<file path="src/rtl/sst_pkg.sv">
// package for the sparse slot table unit
// opcodes, sequencer states, scan handshake structs and fixed port widths
// no dependencies
package sst_pkg;

  localparam int unsigned OP_W    = 3;
  localparam int unsigned SLOT_W  = 8;
  localparam int unsigned VALUE_W = 32;
  localparam int unsigned COUNT_W = 9;

  typedef enum logic [OP_W-1:0] {
    OP_ADD       = 3'd0,
    OP_REMOVE    = 3'd1,
    OP_READ      = 3'd2,
    OP_WRITE     = 3'd3,
    OP_IS_ALLOC  = 3'd4,
    OP_CONTAINS  = 3'd5
  } op_e;

  typedef enum logic [1:0] {
    ST_IDLE,
    ST_DECODE,
    ST_FETCH,
    ST_SCAN
  } state_e;

  typedef struct packed {
    logic start;
    logic find_key;
  } scan_req_t;

  typedef struct packed {
    logic done;
    logic hit;
  } scan_rsp_t;

endpackage

</file>
<file path="src/rtl/sst_scan.sv">
// shared scan unit: walks slots below the high-water mark, one per cycle,
// looking for a free slot or an allocated slot holding the key
// depends on sst_pkg
module sst_scan import sst_pkg::*; #(
  parameter int unsigned Depth = 256,
  parameter int unsigned Width = 32,
  localparam int unsigned IdxW = $clog2(Depth),
  localparam int unsigned CntW = $clog2(Depth + 1)
) (
  input  logic            clk_i,
  input  logic            rst_ni,
  input  scan_req_t       req_i,
  input  logic [CntW-1:0] limit_i,
  input  logic [Width-1:0] key_i,
  input  logic            alloc_i,
  input  logic [Width-1:0] elem_i,
  output logic [IdxW-1:0] addr_o,
  output scan_rsp_t       rsp_o,
  output logic [IdxW-1:0] idx_o
);

  logic            run_q, run_d;
  logic            chk_q, chk_d;
  logic            mode_q, mode_d;
  logic [CntW-1:0] next_q, next_d;
  logic [IdxW-1:0] chk_idx_q, chk_idx_d;
  logic            issue, match, hit, exhausted;

  assign issue     = run_q && (next_q < limit_i);
  assign match     = mode_q ? (alloc_i && (elem_i == key_i)) : !alloc_i;
  assign hit       = run_q && chk_q && match;
  assign exhausted = run_q && !chk_q && !issue;

  assign addr_o     = next_q[IdxW-1:0];
  assign rsp_o.done = hit || exhausted;
  assign rsp_o.hit  = hit;
  assign idx_o      = chk_idx_q;

  always_comb begin
    run_d     = run_q;
    chk_d     = chk_q;
    mode_d    = mode_q;
    next_d    = next_q;
    chk_idx_d = chk_idx_q;
    if (req_i.start) begin
      run_d  = 1'b1;
      chk_d  = 1'b0;
      mode_d = req_i.find_key;
      next_d = '0;
    end else if (run_q) begin
      if (rsp_o.done) begin
        run_d = 1'b0;
        chk_d = 1'b0;
      end else begin
        chk_d     = issue;
        chk_idx_d = next_q[IdxW-1:0];
        if (issue) begin
          next_d = next_q + CntW'(1);
        end
      end
    end
  end

  always_ff @(posedge clk_i or negedge rst_ni) begin
    if (!rst_ni) begin
      run_q <= 1'b0;
      chk_q <= 1'b0;
    end else begin
      run_q <= run_d;
      chk_q <= chk_d;
    end
  end

  always_ff @(posedge clk_i) begin
    mode_q    <= mode_d;
    next_q    <= next_d;
    chk_idx_q <= chk_idx_d;
  end

endmodule

</file>
<file path="config.mk">
export PLATFORM = sky130hd
export DESIGN_NAME = sst_scan
export DESIGN_NICKNAME = d
export VERILOG_FILES = /design/src/rtl/sst_pkg.sv /design/src/rtl/sst_scan.sv
export SDC_FILE = /design/constraint.sdc
export NUM_CORES = 1
export LEC_CHECK = 0
export BUFFER_PORTS_ARGS = -buffer_cell sky130_fd_sc_hd__clkbuf_2
export CAP_MARGIN = 15
export CORE_MARGIN = 8
export CORE_UTILIZATION = 45
export DETAILED_ROUTE_END_ITERATION = 8
export GPL_ROUTABILITY_DRIVEN = 0
export GPL_TIMING_DRIVEN = 1
export PLACE_DENSITY = 0.88
export SYNTH_ARGS = -nofsm -noshare
export SYNTH_HDL_FRONTEND = slang
export SYNTH_SLANG_ARGS = --single-unit
</file>
<file path="constraint.sdc">
create_clock -name clk_i -period 4.4 [get_ports clk_i]
set_clock_uncertainty 0.15 [all_clocks]
set_input_delay 0.66 -clock clk_i [delete_from_list [all_inputs] [get_ports clk_i]]
set_output_delay 0.66 -clock clk_i [all_outputs]
set_load 0.02 [all_outputs]
</file>
# == Word-level counts from Yosys, hierarchy flattened ==
# Index checks and enable logic that the tools add are counted.
# totals
register_bits,20
# classes
n_addsub,1
n_lt_le_gt_ge,1
n_eq_ne,1
n_mux,7
bitwise_logic,2
n_reduce_logical,13
# ops
cell,n
$eq 32x32->1,1
$add 9x1->9 const B,1
$lt 9x9->1,1
$mux 1,7
$logic_and 1x1->1,6
$reduce_and 3->1,2
$logic_not 1->1,3
$not 1->1,2
$reduce_bool 2->1,1
$logic_or 1x1->1,1

# == Depth between registers and ports, before layout ==
# depth
ltp_word,8
ltp_mapped,9
mapped_depth_nobuf,9

# == Least setup slack after synthesis ==
# OpenSTA, ideal clock, no wires.
# synth_path
path_type,in2out
start,input port key_i[26]
end,output port rsp_o[1] in the netlist's numbering
arrival_time_ns,1.872
t_required_ns,3.590
setup_slack_ns,1.718
cell_stages,6
path_cell_list,xor2_1 -> nor4_1 -> nand4_1 -> nor3_1 -> o21ai_0 -> a21oi_1
# synth_lines
element,line,rtl
from (decl),sst_scan.sv:14,"input logic [Width-1:0] key_i,"
to (decl),sst_scan.sv:18,"output scan_rsp_t rsp_o,"

==> metrics.sh <==
POWER_DENSITY_mW_PER_MM2=267
CTS-ROOT-TO-SINK-BUFFERS=2
TIMING.FINAL.HOLD_VIOLATIONS=0
SETUP.WORST_PATH.START_CLASS='primary input'
TOTAL_CONGESTION_OVERFLOW_AFTER_GLOBAL_ROUTING=0
FILL_CELLS=270
LAYOUT_MIN_CYCLE_TIME_PS=2960
TIMING_WORST_SLEW_PIN_VALUE_PS=644
SYNTH.DISTINCT_CELLS=32
CLKSINKCOUNT=20
FIN_NETS=334
CRITICAL_PATH_REQUIRED_PS=3590
SYN_NETS=243
WL_UM=4100
AREAGROWTHSYNTHTOFINISH_PCT=35.9
SYNTH_AREA_MM2=0.00145
WORST_SETUP_HOLD_PATH_CLK_SLEW_PS=110
SYNTH_SEQUENTIAL_AREA_RATIO=0.345
POSTCTSRESIZEDCELLS=0
SYNTH_SEQ_CELLS=20
DIE_WIDTH_UM=72.8
POST-CTS-SETUP-BUFFER-COUNT=0
FINAL_LAYOUT_SIZE_SUFFIX_GT1_FRAC=0.431
GRT_ANTENNA_BEFORE_REPAIR=0
ROUTEDWLPERCELL_UM=14.1
CLOCK_INSERTION_DELAY_WORST_SKEW_PS=300
FINAL.SETUP.TNS_PS=0
RUN_STATUS='complete, no violations'
SETUP_REPAIR_AFTER_GLOBAL_ROUTING_MISSED_ITS_MARGIN='no'
HOLD_PATH_DEPTH=1
SYNTH_FLOP_CELL='edfxtp_1'
ROUTE.VIAS.TOTAL=1445
MAX_CAP_VIOLATIONS=0
MOST-COMMON-LAYOUT-CELLS='clkbuf_2 (95), xor2_1 (31), nor2_1 (14)'
ANTENNA_CELLS=0
DRT-VIAS-PER-INSTANCE=4.98
DETAILEDPLACEMENTHPWL_UM=3560
DESIGN.DIE.AREA_MM2=0.00530
MULTIINPUTGATEAREA_UM2=846
VDD_DROP_MAX_uV=106
CRITPATHKIND='in2out'
SEQUENTIAL_CELL_AREA_UM2=500
WORST_ENDPOINT_DATA_ARRIVAL_TIME_PS=2150
TOTAL_LEAKAGE_POWER_uW=0.00102
PLACEMENT.CELL_AREA_MM2=0.00191
FINALINSTANCEAREA_MM2=0.00197
POSTCTSHOLDBUFS=1
DETAIL_ROUTE.ITER0.VIOLATIONS=62
REPORT.FINAL.SETUP_VIOL=0
DIE-HEIGHT_UM=72.8
R2R_CELLS=8
FIRST_GLOBAL_VIAS=1450
CTS-HTREE-LEVELS=1
SYN-MEAN-INSTANCE-AREA_UM2=9.30
CORE-AREA_MM2=0.00305
CELLS_AFTER_SYNTH=156
ENDPOINT_KIND='output pin'
SYNTH_ASYNC_SR_FLOP_SHARE=0.100
ROUTE.DETAILED.DRC=0
PRE_CTS_WS_PS=1490
TIMING.FINAL.MAX_SLEW_VIOLATIONS=0
MAX_CLOCK_FREQ_MHz=338
PORT-BUFFER-COUNT=95
GRT_START_MAX_NET_PINS=18
TRITONCTS='done'
ANT_NETS=0
INITIAL_UTILIZATION=0.475
CLOCK_TREE_ROOT_BUFFER_CELL='clkbuf_4'
POST_ROUTE_WORST_SETUP_SLACK_PS=1440
BOUNDARYPINS=96
MOSTFREQUENTLAYOUTCELL='clkbuf_2'
TIMING.SLEW.HEADROOM=0.569
MIN_PATH_TYPE='in2reg'
GRT_PASS1_WL_UM=6440
YS.WARNINGS.COUNT=0
FLOORPLAN.ROWS=20
CTS_MADE_BUFFERS=3
TIMING.CRITICAL_PATH.FANOUT_MAX=3
FIN_CRIT_SH=0.673
SYNTH-EDFF-COUNT=9
GLOBAL_ROUTE_TOTAL_USAGE_ACROSS_EVERY_LAYER=0.153
DETAIL_ROUTE.FIRST_PASS.ITERATIONS=4
[cell families after synthesis]
logic type               share of synthesized area
AND/OR/NAND/NOR                              0.197
XOR/XNOR                                     0.205
flip-flops                                   0.345
buffers and inverters                       0.0724
AO/OA/AOI/OAI                               0.0724
adder cells (fa/ha/maj)                     0.0776
multiplexers                                0.0310
[cells in the mapped netlist (2+ instances only)]
library cell | number | area [um^2]
ha_1 | 9 | 113
inv_1 | 9 | 33.8
dfrtp_1 | 2 | 50.1
nand3_1 | 4 | 20.0
buf_4 | 9 | 67.6
xnor2_1 | 3 | 26.3
nor3_1 | 2 | 10.0
nand4_1 | 5 | 31.3
edfxtp_1 | 9 | 270
dfxtp_1 | 9 | 180
xor2_1 | 31 | 272
or3_1 | 3 | 18.8
nand2b_1 | 3 | 18.8
o21ai_0 | 6 | 30.0
nor4_1 | 7 | 43.8
nor2_1 | 14 | 52.6
nor2b_1 | 4 | 25.0
a21oi_1 | 6 | 30.0
mux2_2 | 3 | 33.8
nand2_1 | 6 | 22.5
[path summary, 6_finish.rpt]
path / from / end / slack, ps
hold / removal: req_i[0] / mode_q / 380
setup / recovery: key_i[18] / rsp_o[1] / 1440
max in group asynchronous: rst_ni / chk_q / 3470
min in group asynchronous: rst_ni / run_q / 540
setup reg to reg: next_q[6] / idx_o[7] / 1780
hold reg to reg: next_q[5] / idx_o[5] / 400
[registers in the layout (all words and copies together) (netlist names)]
name,cells
mode_q,1
chk_q,1
next_q,9
run_q,1
idx_o,8
[power by group]
group / switching, uW / internal, uW / total [uW]
registers: 14.2 / 214 / 228
logic: 82.2 / 69.4 / 152
clock network: 55.0 / 92.1 / 147
[layer usage]
| layer | global-route usage | share of wire | up-vias |
|---|---|---|---|
| li1 | - | - | 717 |
| met1 | 0.158 | 0.37 | 664 |
| met2 | 0.283 | 0.53 | 54 |
| met3 | 0.0357 | 0.071 | 10 |
| met4 | 0.0689 | 0.025 | 0 |
| met5 | 0 | 0 | - |
[worst max-delay path: stages]
cell,delay [ps]
clkbuf_2,90
xor2_1,150
nor4_1,340
nand4_1,190
nor3_1,210
o21ai_0,150
a21oi_1,160
clkbuf_2,190
[cell type report]
type | instances | share of cell area
multi-input combinational | 117 | 0.429
sequential | 20 | 0.254
timing repair buffer | 96 | 0.246
tap | 44 | 0.0279
inverter | 9 | 0.0171
clock inverter | 1 | 0.0152
clock buffer | 3 | 0.0114
[metrics by stage]
step	hold WS, ps	util	power (uW)	cells
6_report	378	0.646	527	290
5_1_grt	376	0.646	556	290
4_1_cts	380	0.646	531	290
3_5_place_dp	299	0.626	384	285
3_3_place_gp	297	0.626	379	285
2_1_floorplan	214	-	323	156
Power figures use the tool's default switching activity.
