`src/rtl/sst_pkg.sv`:
```
// package for the sparse slot table unit
// opcodes, sequencer states, scan handshake structs and fixed port widths
// no dependencies
package sst_pkg;

  localparam int unsigned OP_W    = 3;
  localparam int unsigned SLOT_W  = 8;
  localparam int unsigned VALUE_W = 32;
  localparam int unsigned COUNT_W = 9;

  typedef enum logic [OP_W-1:0] {
    OP_ADD       = 3'd0,
    OP_REMOVE    = 3'd1,
    OP_READ      = 3'd2,
    OP_WRITE     = 3'd3,
    OP_IS_ALLOC  = 3'd4,
    OP_CONTAINS  = 3'd5
  } op_e;

  typedef enum logic [1:0] {
    ST_IDLE,
    ST_DECODE,
    ST_FETCH,
    ST_SCAN
  } state_e;

  typedef struct packed {
    logic start;
    logic find_key;
  } scan_req_t;

  typedef struct packed {
    logic done;
    logic hit;
  } scan_rsp_t;

endpackage

```
`src/rtl/sst_ctrl.sv`:
```
// sequencer of the sparse slot table: command decode, counters, ram writes
// and result registers
// depends on sst_pkg
module sst_ctrl import sst_pkg::*; #(
  parameter int unsigned Capacity = 256,
  parameter int unsigned ElemW    = 32,
  localparam int unsigned IdxW = $clog2(Capacity),
  localparam int unsigned CntW = $clog2(Capacity + 1)
) (
  input  logic               clk_i,
  input  logic               rst_ni,
  input  logic               start_i,
  input  logic [OP_W-1:0]    operation_i,
  input  logic [SLOT_W-1:0]  slot_i,
  input  logic [VALUE_W-1:0] value_i,
  output logic               busy_o,
  output logic               done_o,
  output logic [SLOT_W-1:0]  result_slot_o,
  output logic [VALUE_W-1:0] read_value_o,
  output logic               flag_o,
  output logic               full_res_o,
  output logic [COUNT_W-1:0] used_count_o,
  output logic [COUNT_W-1:0] high_water_o,
  output logic [IdxW-1:0]    rd_addr_o,
  output logic [IdxW-1:0]    wr_addr_o,
  output logic               elem_we_o,
  output logic [ElemW-1:0]   elem_wdata_o,
  output logic               alloc_we_o,
  output logic [0:0]         alloc_wdata_o,
  input  logic [ElemW-1:0]   elem_rdata_i,
  input  logic [0:0]         alloc_rdata_i,
  output scan_req_t          scan_req_o,
  output logic [CntW-1:0]    scan_limit_o,
  output logic [ElemW-1:0]   scan_key_o,
  input  scan_rsp_t          scan_rsp_i,
  input  logic [IdxW-1:0]    scan_idx_i,
  input  logic [IdxW-1:0]    scan_addr_i
);

  localparam int unsigned CmpW = (CntW > SLOT_W) ? CntW : SLOT_W;

  state_e               state_q, state_d;
  op_e                  op_q;
  logic [SLOT_W-1:0]    slot_q;
  logic [VALUE_W-1:0]   value_q;
  logic [CntW-1:0]      hwm_q, hwm_d;
  logic [CntW-1:0]      used_q, used_d;
  logic                 done_q, done_d;
  logic [SLOT_W-1:0]    rslot_q, rslot_d;
  logic [VALUE_W-1:0]   rval_q, rval_d;
  logic                 flag_q, flag_d;
  logic                 full_q, full_d;
  logic [ElemW-1:0]     elem_val;
  logic [VALUE_W-1:0]   rd_val;
  logic [IdxW-1:0]      slot_idx;
  logic                 in_range, has_hole, is_full, accept;

  for (genvar b = 0; b < ElemW; b++) begin : g_elem_val
    if (b < VALUE_W) begin : g_bit
      assign elem_val[b] = value_q[b];
    end else begin : g_zero
      assign elem_val[b] = 1'b0;
    end
  end

  for (genvar b = 0; b < VALUE_W; b++) begin : g_rd_val
    if (b < ElemW) begin : g_bit
      assign rd_val[b] = elem_rdata_i[b];
    end else begin : g_zero
      assign rd_val[b] = 1'b0;
    end
  end

  assign accept   = start_i && (state_q == ST_IDLE);
  assign slot_idx = IdxW'(slot_q);
  assign in_range = CmpW'(slot_q) < CmpW'(hwm_q);
  assign has_hole = used_q != hwm_q;
  assign is_full  = hwm_q == CntW'(Capacity);

  // next state
  always_comb begin
    state_d = state_q;
    case (state_q)
      ST_IDLE: begin
        if (start_i) begin
          state_d = ST_DECODE;
        end
      end
      ST_DECODE: begin
        case (op_q)
          OP_ADD:      state_d = has_hole ? ST_SCAN : ST_IDLE;
          OP_REMOVE,
          OP_READ,
          OP_IS_ALLOC: state_d = in_range ? ST_FETCH : ST_IDLE;
          OP_CONTAINS: state_d = ST_SCAN;
          default:     state_d = ST_IDLE;
        endcase
      end
      ST_FETCH: state_d = ST_IDLE;
      ST_SCAN: begin
        if (scan_rsp_i.done) begin
          state_d = ST_IDLE;
        end
      end
      default: state_d = ST_IDLE;
    endcase
  end

  // datapath and outputs
  always_comb begin
    hwm_d         = hwm_q;
    used_d        = used_q;
    done_d        = 1'b0;
    rslot_d       = rslot_q;
    rval_d        = rval_q;
    flag_d        = flag_q;
    full_d        = full_q;
    wr_addr_o     = slot_idx;
    elem_we_o     = 1'b0;
    elem_wdata_o  = elem_val;
    alloc_we_o    = 1'b0;
    alloc_wdata_o = 1'b1;
    scan_req_o    = '0;
    rd_addr_o     = (state_q == ST_SCAN) ? scan_addr_i : slot_idx;
    case (state_q)
      ST_DECODE: begin
        case (op_q)
          OP_ADD: begin
            if (has_hole) begin
              scan_req_o.start    = 1'b1;
              scan_req_o.find_key = 1'b0;
            end else begin
              done_d  = 1'b1;
              rslot_d = '0;
              rval_d  = '0;
              flag_d  = 1'b0;
              full_d  = is_full;
              if (!is_full) begin
                wr_addr_o  = hwm_q[IdxW-1:0];
                elem_we_o  = 1'b1;
                alloc_we_o = 1'b1;
                hwm_d      = hwm_q + CntW'(1);
                used_d     = used_q + CntW'(1);
                rslot_d    = SLOT_W'(hwm_q);
                flag_d     = 1'b1;
              end
            end
          end
          OP_REMOVE,
          OP_READ,
          OP_IS_ALLOC: begin
            if (!in_range) begin
              done_d  = 1'b1;
              rslot_d = '0;
              rval_d  = '0;
              flag_d  = 1'b0;
              full_d  = 1'b0;
            end
          end
          OP_WRITE: begin
            done_d    = 1'b1;
            rslot_d   = '0;
            rval_d    = '0;
            flag_d    = in_range;
            full_d    = 1'b0;
            elem_we_o = in_range;
          end
          OP_CONTAINS: begin
            scan_req_o.start    = 1'b1;
            scan_req_o.find_key = 1'b1;
          end
          default: begin
            done_d  = 1'b1;
            rslot_d = '0;
            rval_d  = '0;
            flag_d  = 1'b0;
            full_d  = 1'b0;
          end
        endcase
      end
      ST_FETCH: begin
        done_d  = 1'b1;
        rslot_d = '0;
        rval_d  = '0;
        flag_d  = 1'b0;
        full_d  = 1'b0;
        case (op_q)
          OP_REMOVE: begin
            if (alloc_rdata_i[0]) begin
              alloc_we_o    = 1'b1;
              alloc_wdata_o = 1'b0;
              used_d        = used_q - CntW'(1);
            end
          end
          OP_READ: begin
            rval_d = rd_val;
            flag_d = 1'b1;
          end
          OP_IS_ALLOC: flag_d = alloc_rdata_i[0];
          default: flag_d = 1'b0;
        endcase
      end
      ST_SCAN: begin
        if (scan_rsp_i.done) begin
          done_d  = 1'b1;
          rslot_d = '0;
          rval_d  = '0;
          full_d  = 1'b0;
          flag_d  = scan_rsp_i.hit;
          if (op_q == OP_ADD) begin
            wr_addr_o  = scan_idx_i;
            elem_we_o  = 1'b1;
            alloc_we_o = 1'b1;
            used_d     = used_q + CntW'(1);
            rslot_d    = SLOT_W'(scan_idx_i);
            flag_d     = 1'b1;
          end
        end
      end
      default: done_d = 1'b0;
    endcase
  end

  always_ff @(posedge clk_i or negedge rst_ni) begin
    if (!rst_ni) begin
      state_q <= ST_IDLE;
      hwm_q   <= '0;
      used_q  <= '0;
      done_q  <= 1'b0;
    end else begin
      state_q <= state_d;
      hwm_q   <= hwm_d;
      used_q  <= used_d;
      done_q  <= done_d;
    end
  end

  always_ff @(posedge clk_i) begin
    if (accept) begin
      op_q    <= op_e'(operation_i);
      slot_q  <= slot_i;
      value_q <= value_i;
    end
    rslot_q <= rslot_d;
    rval_q  <= rval_d;
    flag_q  <= flag_d;
    full_q  <= full_d;
  end

  assign busy_o        = state_q != ST_IDLE;
  assign done_o        = done_q;
  assign result_slot_o = rslot_q;
  assign read_value_o  = rval_q;
  assign flag_o        = flag_q;
  assign full_res_o    = full_q;
  assign used_count_o  = COUNT_W'(used_q);
  assign high_water_o  = COUNT_W'(hwm_q);
  assign scan_limit_o  = hwm_q;
  assign scan_key_o    = elem_val;

endmodule

```
`config.mk`:
```
export PLATFORM = sky130hd
export DESIGN_NAME = sst_ctrl
export DESIGN_NICKNAME = d
export VERILOG_FILES = /design/src/rtl/sst_pkg.sv /design/src/rtl/sst_ctrl.sv
export SDC_FILE = /design/constraint.sdc
export NUM_CORES = 1
export LEC_CHECK = 0
export ABC_AREA = 1
export BUFFER_PORTS_ARGS = -buffer_cell sky130_fd_sc_hd__buf_2
export CORE_AREA = 2 2 113 115
export DETAILED_ROUTE_END_ITERATION = 10
export DIE_AREA = 0 0 115 117
export GPL_ROUTABILITY_DRIVEN = 0
export GPL_TIMING_DRIVEN = 0
export PLACE_DENSITY = 0.77
export RECOVER_POWER = 100
export SLEW_MARGIN = 20
export SYNTH_ARGS = -nofsm -noshare
export SYNTH_HDL_FRONTEND = slang
export SYNTH_SLANG_ARGS = --single-unit
```
`constraint.sdc`:
```
create_clock -name clk_i -period 10.83 [get_ports clk_i]
set_input_delay 2.166 -clock clk_i [delete_from_list [all_inputs] [get_ports clk_i]]
set_output_delay 2.166 -clock clk_i [all_outputs]
set_load 0.01 [all_outputs]
```
* Yosys cells after proc, flatten, opt, wreduce, memory -nomap -nowiden
Cells that the tools add are included.
W data, S select, Z words.
** Operators by class
- Add/subtract/negate cells :: 3
- Magnitude comparators :: 1
- Eq/ne operators :: 21
- Multiplexer cells :: 66
- Bitwise operators :: 2
- Reduce and logical (&&, ||, !) cells :: 10
** Operators with widths (number)
- $pmux W32 S3 :: 2
- $mux W32 :: 4
- $mux W8 :: 11
- $mux W9 :: 7
- $pmux W8 S3 :: 2
- $pmux W9 S3 :: 1
- $mux W1 :: 19
- $add A9 B1 Y9 const B :: 2
- $pmux W1 S3 :: 6
- $ne A2 B2 Y1 const B :: 8
- $pmux W8 S2 :: 1
- $mux W2 :: 6
- $eq A9 B9 Y1 const B :: 1
- $lt A8 B9 Y1 :: 1
- $ne A9 B9 Y1 :: 1
- $sub A9 B1 Y9 const B :: 1
- $pmux W2 S4 :: 1
- $reduce_and A8 Y1 :: 1
- $eq A3 B2 Y1 const B :: 2
- $eq A3 B3 Y1 const B :: 2
- $ne A3 B3 Y1 const B :: 2
- $pmux W1 S2 :: 3
- $pmux W2 S3 :: 1
- $reduce_and A5 Y1 :: 1
- 15 further kinds :: 17
** Word-level totals
- Bits in registers :: 106
- Input bits :: 97
- Output and inout port bits :: 156
- Word-level logic and storage cells :: 114

* Logic depth before layout (Yosys ltp)
- Word-level depth :: 5
- Mapped depth :: 11
- Gate-level depth less buffers :: 11

* Worst setup path after synthesis
Ideal clock, no wire load.
- Kind :: input port to output port
- From :: in scan_rsp_i[1] (netlist bit)
- To :: out alloc_we_o
- Data arrival time :: 2.775 ns
- Path slack :: 5.889 ns
- Stages on the path :: 4
- Path buffers :: 0
- Path through :: nand3_2 > inv_1 > a21oi_4 > nand2_2
** On the way
- Cells in the longest elaborated chain, start to end :: 2
** RTL lines
- start, declared :: RTL line sst_ctrl.sv:35 : input scan_rsp_t scan_rsp_i,
- $mux W1 :: RTL line sst_ctrl.sv:204 : if (scan_rsp_i.done) begin
- $pmux W1 S3 :: RTL line sst_ctrl.sv:125 : case (state_q)
- end, declared :: RTL line sst_ctrl.sv:28 : output logic alloc_we_o,
Every way passes these cells.

* Final worst setup path
Same ends and word-level chain as after synthesis.

==> results.toml <==
[status]
status = "finished, violations left"
failed_checks = "max-capacitance violations"

[setup_path]
r2r_end = "read_value_o[2]$_SDFFCE_PN0P_"
crit_type = "input port to output pin"
r2r-start = "high_water_o[7]$_DFFE_PN0P_"
ff2ff_path_depth = 9
critPathRequiredTime_ns = 8.66
cp-end-kind = "output pin"
reg2reg_slack_ns = 6.50
critPathArrivalTime_ns = 3.97
crit_path_start_kind = "input port"
crit_fanout = 10

[yosys]
syn_inst = 560
yosys.area.top_type_share_pct = 46.9
synth_nets = 674
syn_area_per_cell_um2 = 9.71
syn_area_um2 = 5440
synthArstFlopShare_pct = 19.8
yosys_most_used_dff = "edfxtp_1"
ys_ff_latch = 106
yosys-top-cells-count = "109 x nand2_1, 85 x edfxtp_1, 78 x inv_1"
yosysMostFrequentCell = "nand2_1"
yosysUniqueCellTypes = 35
yosysTopAreaCell = "edfxtp_1"
synth_edf_count = 85
synth_warnings = 0
synth-seq-area-share_pct = 56.6
netlist_top_cells_area = "edfxtp_1 47%, dfrtp_1 9.7%, nand2_1 7.5%"

[global_routing]
overflow = 0
grt_first_pass_wirelength_um = 21100
grt_usage_pct = 20.9
grt_max_degree = 28
antenna_found_initial = 0
grt_pass1_vias = 4207

[floorplanning]
dieArea_um2 = 13500
die_height_um = 117
rows = 41
die_w_um = 115
coreArea_um2 = 12300
num_io_pins = 253
initial_utilization_pct = 44.2

[drt]
remaining_drc_errors = 0
routed_wirelength_um = 14500
vias = 4666
first_pass_iters = 5
drt-wirelength-per-cell_um = 14.8
ant_nets = 0
initialDrtViolationCount = 284
routed_via_density = 4.76

[pwr]
ir_worst_vdd_mv = 0.114
p_leak_nw = 3.32
powerDensity_nw_per_um2 = 240

[final_layout]
n_fill_cell = 1199
drive_gt1_share_pct = 23.1
antennaDiodeCount = 0
nets = 939
area_growth_pct = 28.1
stdcell_count = 980

[clock_tree]
insertion_delay_ns = 0.35
cts_setup_buffers = 0
clockRootBuffer = "clkbuf_16"
numCtsBuffers = 9
htree_num_levels = 3
clk_pin_slew_ns = 0.07
cts_hold_buf = 0
postCtsResizedCells = 0
cts.sinks = 106
cts_buffer_depth = 2
cts_tree = "done"

[timing]
timing.setup.tns_ns = 0
finalHoldViolCount = 0
slew_viol_final = 0
grt_setup_unrepaired = "false"
worst_pin_slew_ns = 1.50
skew_ns = 0.00999
min_period_ns = 6.13
max_clock_freq_mhz = 163
relSlewSlack_pct = 0.239
setup_violations = 0
period_share_pct = 56.6

[run]
max_cap_viol_count = 1

[worst_hold_path]
hp-start = "used_count_o[8]$_DFFE_PN0P_"
hold_path.class = "flip-flop to flip-flop"
hold-path-endpoint = "used_count_o[8]$_DFFE_PN0P_"
hold_path_depth = 2

[placement]
port_buffers = 252
dp.cells = 964
hpwlAfterDp_um = 11300
[critical path, stage by stage]
cell      delay, ns
clkbuf_1       0.11
nand3_1        0.24
inv_1          0.21
a21oi_1        0.63
nand2_1        0.39
clkbuf_1       0.22
[flip-flops by register name, summed over array words and instances (netlist names)]
register,cells
done_o,1
elem_wdata_o,32
flag_o,1
full_res_o,1
high_water_o,9
op_q,3
read_value_o,32
result_slot_o,8
slot_idx,8
state_q,2
used_count_o,9
[cells by family (layout without fill, tap and decap cells)]
| kind of cell | count (synthesis) | in the layout | synth area share (%) |
|---|---|---|---|
| compound gates | 40 | 40 | 4.26 |
| xor+xnor | 22 | 22 | 3.54 |
| fa+ha+maj | 17 | 17 | 4.05 |
| buf+inv | 133 | 403 | 12.3 |
| flops | 106 | 106 | 56.6 |
| simple gates | 242 | 242 | 19.2 |
[placed cells by master, fill, tap and decap left out, drive strengths merged, types with 3 or more instances in the layout]
master,Yosys,routed
a21oi,10,10
a22oi,4,4
buf,50,138
clkbuf,3,178
clkinv,0,3
dfrtp,21,21
edfxtp,85,85
ha,16,16
inv,80,82
nand2,112,112
nand3,48,48
nand4,8,8
nor2,66,66
nor3,3,3
o21ai,20,20
o22ai,4,4
xnor2,10,10
xor2,12,12
[worst max path at each step]
stage,startpoint,to,cells past startpoint,slack (ns)
2_1_floorplan,scan_rsp_i[1],alloc_we_o,4,5.89
4_1_cts,scan_rsp_i[1],alloc_we_o,6,5.37
3_3_place_gp,scan_rsp_i[1],read_value_o[6]$_SDFFCE_PN0P_,5,5.23
6_report,scan_rsp_i[1],alloc_we_o,6,4.70
5_1_grt,scan_rsp_i[1],alloc_we_o,6,4.57
3_5_place_dp,scan_rsp_i[1],alloc_we_o,6,5.38
[final cells by class]
type                            count  area [um^2]  area share (%)
Tap cell                          150          188            2.69
Multi-Input combinational cell    321         1650            23.7
Sequential cell                   106         3080            44.2
Inverter                           80          302            4.33
Clock buffer                        9          225            3.23
Buffer                             53          360            5.17
Timing Repair Buffer              254         1110            15.9
Clock inverter                      7         51.3           0.736
[stage by stage]
stage	power [W]	area [um^2]	utilization, %	hold slack, ns	worst slack [ns]
after global placement	0.00140	6890	55.9	0.588	5.23
after CTS	0.00175	7220	58.6	0.622	5.37
after floorplan	0.00112	5440	-	0.597	5.89
final	0.00167	6970	56.6	0.617	4.70
after global routing	0.00178	6970	56.6	0.651	4.57
after detailed placement	0.00143	6940	56.4	0.606	5.38
[where the power goes]
part	switching, W	leakage, nW	total, W	internal [W]
clock network	0.000154	0.134	0.000312	0.000158
logic	0.000427	2.08	0.000650	0.000223
registers	0.0000818	1.11	0.000709	0.000628
[layer usage]
layer  vias to the layer above  routed length (um)  track usage, %
li1                       2311                   -               -
met3                        21                1100            5.30
met2                       206                7080            33.4
met1                      2128                6010            27.0
met5                         -                   0               0
met4                         0                 315            9.16
Power figures use the tool's default switching activity.
